**src/hdl/best_rational_approximation_unit_macros.svh**
```systemverilog
// assertion macros used by the back end of the rational approximation unit
`ifndef BEST_RATIONAL_APPROXIMATION_UNIT_MACROS_SVH
`define BEST_RATIONAL_APPROXIMATION_UNIT_MACROS_SVH

// property checked on every rising clock edge outside reset
`define BRA_ASSERT(lbl, prop, msg) \
   lbl: assert property (@(posedge clock) disable iff (reset) prop) else $error(msg);

// condition in one cycle implies a condition in the next
`define BRA_ASSERT_NEXT(lbl, pre, post, msg) \
   lbl: assert property (@(posedge clock) disable iff (reset) pre |=> post) else $error(msg);

`endif

```
**src/hdl/bra_pkg.sv**
```systemverilog
// shared types and constants of the rational approximation unit
package bra_pkg;
   localparam int WORD_BITS = 64;
   localparam logic [WORD_BITS-1:0] WORD_LIM = {1'b0, {(WORD_BITS-1){1'b1}}};
   localparam int TERM_CAP = 64;
   localparam logic [10:0] EXP_SPECIAL = 11'h7FF;
   localparam logic [62:0] MAX_DEN_RESET = 63'd1 << 30;
   localparam int QUEUE_DEPTH = 2;
   localparam int QUEUE_AW = $clog2(QUEUE_DEPTH);

   typedef struct packed {
      logic        direct;
      logic        neg;
      logic        err;
      logic [63:0] mag;
      logic [63:0] d;
      logic [63:0] n;
   } bra_job_type;

   typedef struct packed {
      logic        start;
      logic [63:0] dividend;
      logic [63:0] divisor;
   } bra_div_req_type;

   typedef struct packed {
      logic        done;
      logic [63:0] quotient;
      logic [63:0] remainder;
   } bra_div_rsp_type;
endpackage

```
**src/hdl/bra_channels.sv**
```systemverilog
// channel interfaces: request, response and register write
interface bra_req_if;
   logic        valid;
   logic        ready;
   logic [63:0] value_bits;
   modport source (output valid, output value_bits, input ready);
   modport sink (input valid, input value_bits, output ready);
endinterface

interface bra_rsp_if;
   logic               valid;
   logic               ready;
   logic signed [63:0] numerator;
   logic [62:0]        denominator;
   logic               range_error;
   modport source (output valid, output numerator, output denominator, output range_error,
                   input ready);
   modport sink (input valid, input numerator, input denominator, input range_error,
                 output ready);
endinterface

interface bra_csr_if;
   logic        valid;
   logic        ready;
   logic [62:0] max_denominator;
   modport source (output valid, output max_denominator, input ready);
   modport sink (input valid, input max_denominator, output ready);
endinterface

```
**src/hdl/bra_front.sv**
```systemverilog
// front end: unpacks the double, sorts out special cases, builds the dyadic pair
module bra_front (
   input  logic                 clock,
   input  logic                 reset,
   bra_req_if.sink              req,
   input  logic [62:0]          max_denominator,
   output bra_pkg::bra_job_type job,
   output logic                 job_valid,
   input  logic                 job_ready
);
   import bra_pkg::*;

   typedef enum logic [1:0] {S_IDLE, S_TZ, S_PUSH} state_type;

   state_type          state_ff, state_in;
   bra_job_type        job_ff, job_in;
   logic [52:0]        m_ff, m_in;
   logic signed [11:0] s_ff, s_in;
   logic               neg_ff, neg_in;
   logic [63:0]        ip_ff, ip_in;

   logic [10:0]        ef;
   logic [51:0]        frac;
   logic [52:0]        m;
   logic signed [11:0] e;
   logic [63:0]        ip;
   logic signed [11:0] neg_s;

   always_comb begin
      ef = req.value_bits[62:52];
      frac = req.value_bits[51:0];
      m = {(ef != 11'd0), frac};
      e = $signed({1'b0, (ef == 11'd0) ? 11'd1 : ef}) - 12'sd1023;
      if (e < 12'sd0) begin
         ip = 64'd0;
      end else if (e <= 12'sd52) begin
         ip = 64'(m) >> 6'(12'sd52 - e);
      end else begin
         ip = 64'(m) << 4'(e - 12'sd52);
      end
      neg_s = -s_ff;
   end

   always_comb begin
      state_in = state_ff;
      job_in = job_ff;
      m_in = m_ff;
      s_in = s_ff;
      neg_in = neg_ff;
      ip_in = ip_ff;
      case (state_ff)
         S_IDLE: begin
            if (req.valid) begin
               job_in = '0;
               job_in.direct = 1'b1;
               job_in.neg = req.value_bits[63];
               state_in = S_PUSH;
               if (ef == EXP_SPECIAL) begin
                  job_in.err = 1'b1;
                  if (frac != 52'd0) begin
                     job_in.neg = 1'b0;
                  end else begin
                     job_in.mag = WORD_LIM;
                  end
               end else if (m == 53'd0) begin
                  job_in.neg = 1'b0;
               end else if (e > 12'(WORD_BITS - 2)) begin
                  job_in.err = 1'b1;
                  job_in.mag = WORD_LIM;
               end else if (max_denominator <= 63'd1) begin
                  job_in.mag = ip;
               end else begin
                  m_in = m;
                  s_in = e - 12'sd52;
                  neg_in = req.value_bits[63];
                  ip_in = ip;
                  state_in = S_TZ;
               end
            end
         end
         S_TZ: begin
            // strip trailing zeros one bit a cycle
            if (!m_ff[0]) begin
               m_in = m_ff >> 1;
               s_in = s_ff + 12'sd1;
            end else begin
               job_in = '0;
               job_in.neg = neg_ff;
               state_in = S_PUSH;
               if (s_ff >= 12'sd0) begin
                  job_in.d = 64'(m_ff) << s_ff[5:0];
                  job_in.n = 64'd1;
               end else if (neg_s > 12'(WORD_BITS - 2)) begin
                  job_in.direct = 1'b1;
                  job_in.err = 1'b1;
                  job_in.mag = ip_ff;
               end else begin
                  job_in.d = 64'(m_ff);
                  job_in.n = 64'd1 << neg_s[5:0];
               end
            end
         end
         S_PUSH: begin
            if (job_ready) begin
               state_in = S_IDLE;
            end
         end
         default: begin
            state_in = S_IDLE;
         end
      endcase
   end

   always_ff @(posedge clock) begin
      if (reset) begin
         state_ff <= S_IDLE;
      end else begin
         state_ff <= state_in;
      end
      job_ff <= job_in;
      m_ff <= m_in;
      s_ff <= s_in;
      neg_ff <= neg_in;
      ip_ff <= ip_in;
   end

   assign req.ready = (state_ff == S_IDLE);
   assign job_valid = (state_ff == S_PUSH);
   assign job = job_ff;
endmodule

```
**src/hdl/bra_queue.sv**
```systemverilog
// short job queue between front end and back end
module bra_queue (
   input  logic                 clock,
   input  logic                 reset,
   input  bra_pkg::bra_job_type in_job,
   input  logic                 in_valid,
   output logic                 in_ready,
   output bra_pkg::bra_job_type out_job,
   output logic                 out_valid,
   input  logic                 out_ready
);
   import bra_pkg::*;

   bra_job_type             slot_ff [QUEUE_DEPTH];
   logic [QUEUE_AW-1:0]     wr_ptr_ff, rd_ptr_ff;
   logic [QUEUE_AW:0]       count_ff;
   logic                    push, pop;

   assign in_ready = (count_ff != (QUEUE_AW+1)'(QUEUE_DEPTH));
   assign out_valid = (count_ff != '0);
   assign out_job = slot_ff[rd_ptr_ff];
   assign push = in_valid && in_ready;
   assign pop = out_valid && out_ready;

   always_ff @(posedge clock) begin
      if (reset) begin
         wr_ptr_ff <= '0;
         rd_ptr_ff <= '0;
         count_ff <= '0;
      end else begin
         if (push) begin
            wr_ptr_ff <= wr_ptr_ff + 1'b1;
         end
         if (pop) begin
            rd_ptr_ff <= rd_ptr_ff + 1'b1;
         end
         count_ff <= count_ff + (QUEUE_AW+1)'(push) - (QUEUE_AW+1)'(pop);
      end
      if (push) begin
         slot_ff[wr_ptr_ff] <= in_job;
      end
   end
endmodule

```
**src/hdl/bra_div.sv**
```systemverilog
// restoring divider, one quotient bit a cycle
module bra_div (
   input  logic                     clock,
   input  logic                     reset,
   input  bra_pkg::bra_div_req_type div_req,
   output bra_pkg::bra_div_rsp_type div_rsp
);
   import bra_pkg::*;

   logic [63:0] q_ff, r_ff;
   logic [6:0]  cnt_ff;
   logic        busy_ff, done_ff;
   logic [63:0] divisor_ff;
   logic [64:0] trial;
   logic [64:0] diff;

   assign trial = {r_ff, q_ff[63]};
   assign diff = trial - {1'b0, divisor_ff};

   always_ff @(posedge clock) begin
      if (reset) begin
         busy_ff <= 1'b0;
         done_ff <= 1'b0;
         cnt_ff <= '0;
      end else begin
         done_ff <= busy_ff && (cnt_ff == 7'd1);
         if (div_req.start) begin
            busy_ff <= 1'b1;
            cnt_ff <= 7'd64;
         end else if (busy_ff) begin
            cnt_ff <= cnt_ff - 7'd1;
            if (cnt_ff == 7'd1) begin
               busy_ff <= 1'b0;
            end
         end
      end
      if (div_req.start) begin
         q_ff <= div_req.dividend;
         r_ff <= '0;
         divisor_ff <= div_req.divisor;
      end else if (busy_ff) begin
         if (!diff[64]) begin
            r_ff <= diff[63:0];
            q_ff <= {q_ff[62:0], 1'b1};
         end else begin
            r_ff <= trial[63:0];
            q_ff <= {q_ff[62:0], 1'b0};
         end
      end
   end

   assign div_rsp.done = done_ff;
   assign div_rsp.quotient = q_ff;
   assign div_rsp.remainder = r_ff;
endmodule

```
**src/hdl/bra_back.sv**
```systemverilog
// back end: continued fraction sequencer with serial multiplier
module bra_back (
   input  logic                     clock,
   input  logic                     reset,
   input  bra_pkg::bra_job_type     job,
   input  logic                     job_valid,
   output logic                     job_ready,
   input  logic [62:0]              max_denominator,
   output bra_pkg::bra_div_req_type div_req,
   input  bra_pkg::bra_div_rsp_type div_rsp,
   bra_rsp_if.source                rsp
);
   import bra_pkg::*;
`include "best_rational_approximation_unit_macros.svh"

   typedef enum logic [2:0] {
      S_IDLE, S_TERM, S_DIV1, S_MUL1, S_CHECK, S_DIV2, S_MUL2, S_OUT
   } state_type;

   state_type    state_ff, state_in;
   logic [63:0]  h0_ff, h0_in, h1_ff, h1_in, k0_ff, k0_in, k1_ff, k1_in;
   logic [63:0]  d_ff, d_in, n_ff, n_in, a_ff, a_in;
   logic [6:0]   term_ff, term_in;
   logic [63:0]  mul_b_ff, mul_b_in, mh_ff, mh_in, acc_h_ff, acc_h_in;
   logic [127:0] mk_ff, mk_in, acc_k_ff, acc_k_in;
   logic         neg_ff, neg_in;
   logic [63:0]  num_ff, num_in;
   logic [62:0]  den_ff, den_in;
   logic         err_ff, err_in;

   logic [63:0]  hn, kn, fin_h, fin_k;
   logic [128:0] ksum;
   logic         reach;
   logic         last_x;
   logic         finish;

   always_comb begin
      hn = acc_h_ff + h0_ff;
      kn = acc_k_ff[63:0] + k0_ff;
      ksum = {1'b0, acc_k_ff} + 129'(k0_ff);
      // next denominator would reach the bound
      reach = (ksum >= 129'(max_denominator));
      last_x = ({div_rsp.quotient, 1'b0} >= {1'b0, a_ff}) || (k1_ff >= 64'(max_denominator));
      fin_h = (state_ff == S_MUL2) ? hn : h1_ff;
      fin_k = (state_ff == S_MUL2) ? kn : k1_ff;
   end

   always_comb begin
      state_in = state_ff;
      h0_in = h0_ff;
      h1_in = h1_ff;
      k0_in = k0_ff;
      k1_in = k1_ff;
      d_in = d_ff;
      n_in = n_ff;
      a_in = a_ff;
      term_in = term_ff;
      mul_b_in = mul_b_ff;
      mh_in = mh_ff;
      mk_in = mk_ff;
      acc_h_in = acc_h_ff;
      acc_k_in = acc_k_ff;
      neg_in = neg_ff;
      num_in = num_ff;
      den_in = den_ff;
      err_in = err_ff;
      div_req.start = 1'b0;
      div_req.dividend = d_ff;
      div_req.divisor = n_ff;
      finish = 1'b0;
      case (state_ff)
         S_IDLE: begin
            if (job_valid) begin
               neg_in = job.neg;
               if (job.direct) begin
                  num_in = job.neg ? 64'd0 - job.mag : job.mag;
                  den_in = 63'd1;
                  err_in = job.err;
                  state_in = S_OUT;
               end else begin
                  h0_in = 64'd0;
                  h1_in = 64'd1;
                  k0_in = 64'd1;
                  k1_in = 64'd0;
                  d_in = job.d;
                  n_in = job.n;
                  term_in = '0;
                  state_in = S_TERM;
               end
            end
         end
         S_TERM: begin
            if (term_ff == 7'(TERM_CAP) || (term_ff != 7'd0 && n_ff == 64'd0)) begin
               finish = 1'b1;
            end else begin
               div_req.start = 1'b1;
               state_in = S_DIV1;
            end
         end
         S_DIV1: begin
            if (div_rsp.done) begin
               if (term_ff != 7'd0 && div_rsp.quotient == 64'd0) begin
                  finish = 1'b1;
               end else begin
                  a_in = div_rsp.quotient;
                  d_in = n_ff;
                  n_in = div_rsp.remainder;
                  mul_b_in = div_rsp.quotient;
                  mk_in = 128'(k1_ff);
                  mh_in = h1_ff;
                  acc_k_in = '0;
                  acc_h_in = '0;
                  state_in = S_MUL1;
               end
            end
         end
         S_MUL1, S_MUL2: begin
            if (mul_b_ff != 64'd0) begin
               if (mul_b_ff[0]) begin
                  acc_k_in = acc_k_ff + mk_ff;
                  acc_h_in = acc_h_ff + mh_ff;
               end
               mk_in = mk_ff << 1;
               mh_in = mh_ff << 1;
               mul_b_in = mul_b_ff >> 1;
            end else if (state_ff == S_MUL1) begin
               state_in = S_CHECK;
            end else begin
               finish = 1'b1;
            end
         end
         S_CHECK: begin
            if (!reach) begin
               h0_in = h1_ff;
               h1_in = hn;
               k0_in = k1_ff;
               k1_in = kn;
               term_in = term_ff + 7'd1;
               state_in = S_TERM;
            end else if (k1_ff != 64'd0 && 64'(max_denominator) > k0_ff) begin
               div_req.start = 1'b1;
               div_req.dividend = 64'(max_denominator) - k0_ff;
               div_req.divisor = k1_ff;
               state_in = S_DIV2;
            end else if (a_ff == 64'd0 || k1_ff >= 64'(max_denominator)) begin
               // truncated term is zero: next convergent is the previous one
               mul_b_in = 64'd0;
               acc_k_in = '0;
               acc_h_in = '0;
               state_in = S_MUL2;
            end else begin
               finish = 1'b1;
            end
         end
         S_DIV2: begin
            if (div_rsp.done) begin
               if (last_x) begin
                  mul_b_in = div_rsp.quotient;
                  mk_in = 128'(k1_ff);
                  mh_in = h1_ff;
                  acc_k_in = '0;
                  acc_h_in = '0;
                  state_in = S_MUL2;
               end else begin
                  finish = 1'b1;
               end
            end
         end
         S_OUT: begin
            if (rsp.ready) begin
               state_in = S_IDLE;
            end
         end
         default: begin
            state_in = S_IDLE;
         end
      endcase
      if (finish) begin
         num_in = neg_ff ? 64'd0 - fin_h : fin_h;
         den_in = fin_k[62:0];
         err_in = 1'b0;
         state_in = S_OUT;
      end
   end

   always_ff @(posedge clock) begin
      if (reset) begin
         state_ff <= S_IDLE;
         term_ff <= '0;
      end else begin
         state_ff <= state_in;
         term_ff <= term_in;
      end
      h0_ff <= h0_in;
      h1_ff <= h1_in;
      k0_ff <= k0_in;
      k1_ff <= k1_in;
      d_ff <= d_in;
      n_ff <= n_in;
      a_ff <= a_in;
      mul_b_ff <= mul_b_in;
      mh_ff <= mh_in;
      mk_ff <= mk_in;
      acc_h_ff <= acc_h_in;
      acc_k_ff <= acc_k_in;
      neg_ff <= neg_in;
      num_ff <= num_in;
      den_ff <= den_in;
      err_ff <= err_in;
   end

   assign job_ready = (state_ff == S_IDLE);
   assign rsp.valid = (state_ff == S_OUT);
   assign rsp.numerator = num_ff;
   assign rsp.denominator = den_ff;
   assign rsp.range_error = err_ff;

   `BRA_ASSERT(a_rsp_den, rsp.valid |-> (rsp.denominator != 63'd0), "zero denominator")
   `BRA_ASSERT(a_term_cap, (term_ff <= 7'(TERM_CAP)), "term count past cap")
   `BRA_ASSERT(a_div_wait, div_rsp.done |-> (state_ff == S_DIV1 || state_ff == S_DIV2), "divider result outside a wait state")
   `BRA_ASSERT_NEXT(a_div_latency, div_req.start, !div_rsp.done, "divider finished too early")
endmodule

```
**src/hdl/best_rational_approximation_unit.sv**
```systemverilog
// flow: the front end unpacks the request, then each continued fraction term takes a divide
// and a serial shift-add multiply, at most 64 terms and one final step
// special values and integer truncation bypass the divider and multiplier and go straight to the output state
// the front end takes the next transaction while the back end works, via a 2-entry queue
// synchronous active-high reset; max_denominator resets to 2^30
module best_rational_approximation_unit (
   input  logic clock,
   input  logic reset,
   bra_req_if.sink   req_chan,
   bra_rsp_if.source rsp_chan,
   bra_csr_if.sink   csr_chan
);
   import bra_pkg::*;

   logic [62:0]     max_den_ff;
   bra_job_type     front_job, queue_job;
   logic            front_valid, front_ready, queue_valid, queue_ready;
   bra_div_req_type div_req;
   bra_div_rsp_type div_rsp;

   assign csr_chan.ready = 1'b1;

   always_ff @(posedge clock) begin
      if (reset) begin
         max_den_ff <= MAX_DEN_RESET;
      end else if (csr_chan.valid) begin
         max_den_ff <= csr_chan.max_denominator;
      end
   end

   bra_front u_front (
      .clock          (clock),
      .reset          (reset),
      .req            (req_chan),
      .max_denominator(max_den_ff),
      .job            (front_job),
      .job_valid      (front_valid),
      .job_ready      (front_ready)
   );

   bra_queue u_queue (
      .clock    (clock),
      .reset    (reset),
      .in_job   (front_job),
      .in_valid (front_valid),
      .in_ready (front_ready),
      .out_job  (queue_job),
      .out_valid(queue_valid),
      .out_ready(queue_ready)
   );

   bra_div u_div (
      .clock  (clock),
      .reset  (reset),
      .div_req(div_req),
      .div_rsp(div_rsp)
   );

   bra_back u_back (
      .clock          (clock),
      .reset          (reset),
      .job            (queue_job),
      .job_valid      (queue_valid),
      .job_ready      (queue_ready),
      .max_denominator(max_den_ff),
      .div_req        (div_req),
      .div_rsp        (div_rsp),
      .rsp            (rsp_chan)
   );
endmodule
```
**src/flat_wrapper.sv**
```systemverilog
// flat-port wrapper written by rule: the top's interface ports become plain ports
module best_rational_approximation_unit_flat import bra_pkg::*;
  (clock, reset, req_chan_valid, req_chan_value_bits, req_chan_ready, rsp_chan_valid, rsp_chan_numerator, rsp_chan_denominator, rsp_chan_range_error, rsp_chan_ready, csr_chan_valid, csr_chan_max_denominator, csr_chan_ready);
  bra_req_if req_chan_i ();
  bra_rsp_if rsp_chan_i ();
  bra_csr_if csr_chan_i ();
  input  logic clock;
  input  logic reset;
  input wire logic [$bits(req_chan_i.valid)-1:0] req_chan_valid;
  input wire logic [$bits(req_chan_i.value_bits)-1:0] req_chan_value_bits;
  output wire logic [$bits(req_chan_i.ready)-1:0] req_chan_ready;
  output wire logic [$bits(rsp_chan_i.valid)-1:0] rsp_chan_valid;
  output wire logic [$bits(rsp_chan_i.numerator)-1:0] rsp_chan_numerator;
  output wire logic [$bits(rsp_chan_i.denominator)-1:0] rsp_chan_denominator;
  output wire logic [$bits(rsp_chan_i.range_error)-1:0] rsp_chan_range_error;
  input wire logic [$bits(rsp_chan_i.ready)-1:0] rsp_chan_ready;
  input wire logic [$bits(csr_chan_i.valid)-1:0] csr_chan_valid;
  input wire logic [$bits(csr_chan_i.max_denominator)-1:0] csr_chan_max_denominator;
  output wire logic [$bits(csr_chan_i.ready)-1:0] csr_chan_ready;
  assign req_chan_i.valid = req_chan_valid;
  assign req_chan_i.value_bits = req_chan_value_bits;
  assign req_chan_ready = req_chan_i.ready;
  assign rsp_chan_valid = rsp_chan_i.valid;
  assign rsp_chan_numerator = rsp_chan_i.numerator;
  assign rsp_chan_denominator = rsp_chan_i.denominator;
  assign rsp_chan_range_error = rsp_chan_i.range_error;
  assign rsp_chan_i.ready = rsp_chan_ready;
  assign csr_chan_i.valid = csr_chan_valid;
  assign csr_chan_i.max_denominator = csr_chan_max_denominator;
  assign csr_chan_ready = csr_chan_i.ready;
  best_rational_approximation_unit u_core (.clock(clock), .reset(reset), .req_chan(req_chan_i), .rsp_chan(rsp_chan_i), .csr_chan(csr_chan_i));
endmodule
```
**config.mk**
```make
export PLATFORM = sky130hd
export DESIGN_NAME = best_rational_approximation_unit_flat
export DESIGN_NICKNAME = d
export VERILOG_FILES = /design/src/hdl/bra_pkg.sv /design/src/hdl/bra_channels.sv /design/src/hdl/bra_front.sv /design/src/hdl/bra_queue.sv /design/src/hdl/bra_div.sv /design/src/hdl/bra_back.sv /design/src/hdl/best_rational_approximation_unit.sv /design/src/flat_wrapper.sv
export VERILOG_INCLUDE_DIRS = /design/src /design/src/hdl
export SDC_FILE = /design/constraint.sdc
export NUM_CORES = 2
export LEC_CHECK = 0
export BUFFER_PORTS_ARGS = -buffer_cell sky130_fd_sc_hd__buf_2
export CAP_MARGIN = 20
export CORE_UTILIZATION = 55
export DETAILED_ROUTE_END_ITERATION = 16
export PLACE_DENSITY = 0.71
export SYNTH_ARGS = -nofsm -noshare
export SYNTH_HDL_FRONTEND = slang
export SYNTH_HIERARCHICAL = 1
export SYNTH_SLANG_ARGS = --single-unit
```
**constraint.sdc**
```tcl
create_clock -name clock -period 22.4 [get_ports clock]
set_input_delay 0 -clock clock [delete_from_list [all_inputs] [get_ports clock]]
set_output_delay 0 -clock clock [all_outputs]
set_load 0.005 [all_outputs]
```
* Yosys cells after proc, flatten, opt, wreduce, memory -nomap -nowiden
Memory sizes are Yosys's and may differ from the RTL's. A register that Yosys moved wholly into a read port is not among the register bits.
Index checks and enable logic that the tools add are counted.
** Storage, ports and cells
- Bits in registers :: 1630
- Bits in writable memories :: 390
- Input bits :: 132
- Output and inout port bits :: 131
- Logic and storage cells :: 334
- Memories kept :: 1
** Operators by class
- Add/subtract/negate cells :: 20
- Order comparisons :: 10
- Equality and inequality tests :: 43
- Shift operators :: 4
- Muxes and demuxes :: 162
- Bitwise logic cells :: 5
- Reductions and logical operators :: 48
** Memory list
- u_core.u_queue.slot_ff :: words 2, width 195, read ports 1, clocked after Yosys merged registers in 1, write ports 1, line bra_queue.sv:14 : bra_job_type slot_ff [QUEUE_DEPTH];
** Operator list (number)
- $mux 64 :: 49
- $mux 128 :: 16
- $pmux 64 s2 :: 6
- $pmux 128 s4 :: 1
- $pmux 64 s4 :: 2
- $mux 195 :: 2
- $pmux 195 s2 :: 1
- $pmux 128 s3 :: 1
- $mux 63 :: 6
- $mux 53 :: 6
- $mux 129 :: 2
- $mux 65 :: 3
- $add 64x64->64 :: 3
- $logic_not 64->1 :: 3
- $pmux 64 s3 :: 1
- $add 128x64->129 :: 1
- $ge 129x63->1 :: 1
- $add 128x128->128 :: 1
- $reduce_bool 64->1 :: 2
- $sub 1x64->64 const A :: 2
- $mux 117 :: 1
- $pmux 53 s2 :: 1
- $mux 12 :: 6
- $mux 66 :: 1
- other kinds (71) :: 174

* Logic depth before layout (Yosys ltp)
- Depth after elaboration :: 13
- Mapped depth :: 35
- Gate-level depth less buffers :: 30

* Hierarchy
The synthesis kept the hierarchy.
** Modules (own cells, without submodules)
- bra_back :: instances 1, cells an instance 8379, area an instance 75148.3 um^2, seq. area each 30969.7 um^2
- bra_front :: instances 1, cells an instance 2597, area an instance 24800.0 um^2, seq. area each 9799.4 um^2
- bra_queue :: instances 1, cells an instance 632, area an instance 14923.1 um^2, seq. area each 11811.3 um^2
- bra_div :: instances 1, cells an instance 1248, area an instance 11970.2 um^2, seq. area each 5305.1 um^2
- best_rational_approximation_unit :: instances 1, cells an instance 205, area an instance 2301.0 um^2, seq. area each 1261.2 um^2

* Worst setup path after synthesis
OpenSTA, ideal clock, no wires.
- Path kind :: flip-flop to flip-flop
- From :: register u_core.u_div.q_ff[29]
- To :: register u_core.u_back.mh_ff[0] (enable)
- Setup time :: 1.039 ns
- Arrival time :: 16.251 ns
- Setup slack :: 5.110 ns
- Stages on the path, launching flop included :: 14
- Path buffers :: 0
- Path through :: edfxtp_1 -> ha_1 -> nand4_1 -> nor2_1 -> nand2_1 -> or4_1 -> nor4_1 -> nor3_1 -> o311ai_0 -> a221o_1 -> a21o_1 -> o211ai_1 -> a21oi_1 -> a21boi_0
** Between the ends
- Longest elaborated chain between the ends :: 4
** RTL lines
- start: declaration :: line bra_div.sv:10 : logic [63:0] q_ff, r_ff;
- start signal: assignment :: line bra_div.sv:38 : q_ff <= div_req.dividend;
- start signal: assignment :: line bra_div.sv:44 : q_ff <= {q_ff[62:0], 1'b1};
- start signal: assignment :: line bra_div.sv:47 : q_ff <= {q_ff[62:0], 1'b0};
- $ge 65x64->1 or $logic_not 64->1 (tied branches) :: line bra_back.sv:43, bra_back.sv:102
- $logic_or 1x1->1 or $logic_and 1x1->1 (tied branches) :: line bra_back.sv:43, bra_back.sv:102
- $ne 2x2->1 (no line)
- $reduce_and 6->1 (no line) *
- end signal: assignment :: line bra_back.sv:202 : mh_ff <= mh_in;
- end: declaration :: line bra_back.sv:24 : logic [63:0] mul_b_ff, mul_b_in, mh_ff, mh_in, acc_h_ff, acc_h_in;
Every way passes the cells marked *; elsewhere a longest branch is shown, timed or not.
A chain may end at the register's enable or synchronous reset.

* Worst setup path after layout
- From :: register u_core.u_back.k0_ff[31]
- To :: register u_core.u_back.den_ff[26] (netlist: u_core/u_back/rsp.denominator[26]) (data pin)
** Between the ends
- Longest elaborated chain between the ends :: 6
** RTL lines
- start: declaration :: line bra_back.sv:21 : logic [63:0] h0_ff, h0_in, h1_ff, h1_in, k0_ff, k0_in, k1_ff, k1_in;
- start signal: assignment :: line bra_back.sv:196 : k0_ff <= k0_in;
- parallel branches: the longest is 3 deep, another holds $add 128x64->129
- $mux 1 * :: line bra_back.sv:133 : if (!reach) begin
- $pmux 1 s5 * :: line bra_back.sv:71 : case (state_ff)
- $mux 63 * :: line bra_back.sv:178 : if (finish) begin
- end signal: assignment :: line bra_back.sv:208 : den_ff <= den_in;
- end: declaration :: line bra_back.sv:28 : logic [62:0] den_ff, den_in;
Mark *: on every way between the ends.

==> results.ini <==
[logic_synthesis]
synth_seq_cells=2021
synth_edf_count=1867
synthesis.area_um2=129100
synth_cell_types=132
syn_inst=13060
yosysWarningCount=6
synth_fp_nets=13850
synthArstFlopShare_pct=0
synth_flop_cell=edfxtp_1
avgSynthCellArea_um2=9.888
synth_seq_area_share_pct=45.80

[grt]
grt_pass1_vias=103500
grt_overflow=0
grt_usage_pct=40.22
grt_max_degree=130
grt_pass1_wl_mm=705.6
antenna_found_initial=51

[sta]
rsz0062_at_grt=false
period_needed_ns=10.76
setup_viol=0
slew_headroom_pct=17.25
slew_viol_final=0
skew_ns=0.09254
worst_pin_slew_ns=1.241
max_freq_mhz=92.90
period_share_pct=48.06
finalSetupTns_ns=0
hold_viol=0

[drt]
drt.antenna.violating_nets=0
detail_route.wl_per_cell_um=29.56
drt_iter0_drc=16530
drc=0
drt_wl_total_mm=489.9
dr_total_vias=110800
viasPerCell=6.686
first_pass_iters=7

[final_layout]
fillers=18970
area_growth_pct=10.61
fin_nets=14030
layout.cells.non_filler=16580
drive_gt1_share_pct=10.44

[clock_tree]
ctsResizeCount=0
clock-sinks=2021
clk_pin_slew_ns=0.06
post_cts_buffers=0
clkLatencyLatePin_ns=0.90
cts_tree=done
cts_root_buffer=clkbuf_16
cts-htree-levels=4
postCtsHoldBufs=231
cts_inserted_buffers=216
cts_buffer_depth=3

[power]
p_sw_mw=9.333
ir_drop_mv=0.1518
leakage_nw=56.30
clockPowerShare_pct=18.5
internal_power_mw=11.12
swShare_pct=45.62
combinationalPowerShare_pct=50.6
power.density_cell_area_nw_per_um2=143.2
seq_power_share_pct=30.9

[floorplanning]
core_area_um2=233000
die_h_um=486.6
initial_core_util_pct=55.43
placementRows=177
boundaryPins=263
die_w_um=486.6
dieArea_um2=236700

[setup_path]
cp_slowest_stage_delay_ns=0.89
slowest_stage=nor4_1
worstReg2RegStart=u_core/u_back/k0_ff[31]
critPathArrivalTime_ns=11.36
critPathKind=flop to flop
critPathMaxFanout=100
path_common_cell=nand4_1
r2r_slack_ns=11.64
ff2ff_path_depth=29
path_delay_family=simple AND/OR/NAND/NOR gates
path_buf_inv=3
crit_path_end_kind=flop
crit_path_start_kind=flop
rr_endpoint=u_core/u_back/rsp.denominator[26]
cp.required_ns=23.00

[hold_path]
hold_path.class=primary input to flop
min_from=csr_chan_valid
min_to=u_core/max_den_ff[17]
hold_depth=4

[placement]
port_buffers=261
dp_hpwl_mm=361.6
globalplace.congestion=1.050
dp.cells=15920

[outcome]
status=complete, no violations

[job]
maxCapViolCount=0

power groups by stage:
| stage | Combinational [mW] | Clock (mW) | Sequential [mW] |
|---|---|---|---|
| 2_1_floorplan | 6.97 | 0 | 6.10 |
| 3_3_place_gp | 9.73 | 0 | 6.32 |
| 3_5_place_dp | 9.87 | 0 | 6.34 |
| 4_1_cts | 9.97 | 3.81 | 6.28 |
| 5_1_grt | 11.1 | 3.96 | 6.37 |
| 6_report | 10.3 | 3.79 | 6.32 |
layout by cell type, fill, tap and decap left out, types with 80 or more instances in the layout:
cell type / netlist / final
a21o_1: 297 / 297
o31ai_1: 81 / 80
and2_1: 128 / 126
nand3_1: 271 / 270
xnor2_1: 313 / 311
edfxtp_1: 1867 / 1867
o21bai_1: 83 / 83
o21a_1: 105 / 105
nand2b_1: 146 / 145
inv_1: 433 / 430
a31oi_1: 93 / 92
nor3_1: 192 / 190
nor2_1: 1016 / 1010
buf_4: 27 / 186
mux2_4: 150 / 150
mux2_2: 192 / 192
clkbuf_16: 0 / 218
a21oi_1: 838 / 836
ha_1: 653 / 652
a211oi_1: 97 / 97
dfxtp_1: 154 / 151
o21ai_0: 683 / 682
dlygate4sd3_1: 0 / 231
and3_1: 268 / 265
nand4_1: 226 / 226
xor2_1: 260 / 258
mux2i_1: 348 / 348
buf_2: 100 / 259
nor4_1: 181 / 176
nor2b_1: 91 / 89
nand2_1: 2065 / 2060
worst reg2reg max path: cells and delay by family, from the launching register on:
kind	cells	cell delay, ns
AO/OA/AOI/OAI	9	3.24
XOR/XNOR	1	0.29
buffers and inverters	3	1.81
flip-flops	1	0.40
AND/OR/NAND/NOR	14	3.95
adder cells (fa/ha/maj)	2	0.79
through the flow:
step / util (%) / total power, mW / hold WS [ns] / worst slack (ns) / instance area [µm²]
global placement: 57.01 / 16.04 / 0.2056 / 12.01 / 132800
finish: 61.31 / 20.46 / 0.06839 / 11.64 / 142800
CTS: 61.24 / 20.06 / 0.008100 / 11.93 / 142700
detailed placement: 57.03 / 16.21 / 0.2127 / 11.99 / 132900
global route: 61.30 / 21.40 / 0.04481 / 11.04 / 142800
floorplan: - / 13.07 / 0.06907 / 5.110 / 129100
worst max path at each step:
stage	from	endpoint	slack [ns]	depth (start not counted)
after floorplan	u_core/u_div/q_ff[29]	u_core/u_back/mh_ff[0]	5.11	13
after global placement	u_core/u_back/acc_k_ff[31]	u_core/u_back/acc_k_ff[94]	12.01	30
after detailed placement	u_core/u_back/k0_ff[31]	u_core/u_div/q_ff[61]	11.99	29
after CTS	u_core/u_back/k0_ff[31]	u_core/u_div/q_ff[61]	11.93	29
after global routing	u_core/u_back/k0_ff[34]	u_core/u_back/rsp.denominator[18]	11.04	29
final	u_core/u_back/k0_ff[31]	u_core/u_back/rsp.denominator[26]	11.64	29
synthesized netlist by cell type (all sizes together), types with 50 or more instances:
cell type,number,area [µm²]
a211oi,100,773.2
a21o,297,2230
a21oi,842,4229
a221oi,58,514.2
a22o,50,437.9
a311oi,55,481.7
a31oi,94,603.1
and2,131,822.0
and3,268,1677
buf,224,1405
clkbuf,503,1898
dfxtp,154,3083
edfxtp,1867,56060
ha,653,8170
inv,436,1637
mux2,380,4842
mux2i,348,3483
mux4,69,1554
nand2,2066,7757
nand2b,146,913.4
nand3,271,1356
nand4,229,1451
nor2,1023,3862
nor2b,92,583.1
nor3,197,1023
nor4,190,1262
o211ai,56,425.4
o21a,105,788.3
o21ai,727,3646
o21bai,83,623.1
o31ai,84,654.4
or3,72,475.5
xnor2,313,2741
xor2,260,2277
layout make-up:
class                           instances  area (µm²)  area share [%]
Clock inverter                        155        1834           1.284
Sequential cell                      2021       59160           41.41
Tap cell                             3132        3919           2.743
Inverter                              439        1659           1.161
Multi-Input combinational cell       9874       65360           45.76
Antenna cell                           13       32.53         0.02277
Clock buffer                          255        5674           3.972
Timing Repair Buffer                  688        5204           3.643
cell families (layout without fill, tap and decap cells):
kind of cell | count (synthesis) | count (layout) | share of synthesized area (%)
AO/OA/AOI/OAI | 2987 | 2987 | 14.96
XOR/XNOR | 574 | 574 | 3.903
adder cells (fa/ha/maj) | 659 | 659 | 6.420
buffers and inverters | 1166 | 1537 | 3.834
flip-flops | 2021 | 2021 | 45.80
multiplexers | 797 | 797 | 7.650
other | 1 | 14 | 0.002904
AND/OR/NAND/NOR | 4856 | 4856 | 17.44
state kept, by name, indices dropped and copies added (netlist names), 64 cells and up, named ones only:
name                         cells
u_core/u_back/mh_ff             64
u_core/u_div/divisor_ff         64
u_core/u_front/ip_ff            64
u_core/u_back/k0_ff             64
u_core/u_back/acc_k_ff         128
u_core/u_back/k1_ff             64
u_core/u_back/acc_h_ff          64
u_core/u_queue/slot_ff         390
u_core/u_div/q_ff               64
u_core/u_back/d_ff              64
u_core/u_back/rsp.numerator     64
u_core/u_back/mul_b_ff          64
u_core/u_front/job             195
u_core/u_back/h0_ff             64
u_core/u_div/r_ff               64
u_core/u_back/a_ff              64
u_core/u_back/mk_ff            128
u_core/u_back/n_ff              64
u_core/u_back/h1_ff             64
layer usage:
layer	vias up	wire length, µm	GRT usage (%)
met1	53910	200200	57.16
met3	1079	63750	11.40
met5	-	215	0
met2	7254	203800	57.62
li1	48560	-	-
met4	30	21950	15.83
Power figures use the tool's default switching activity.
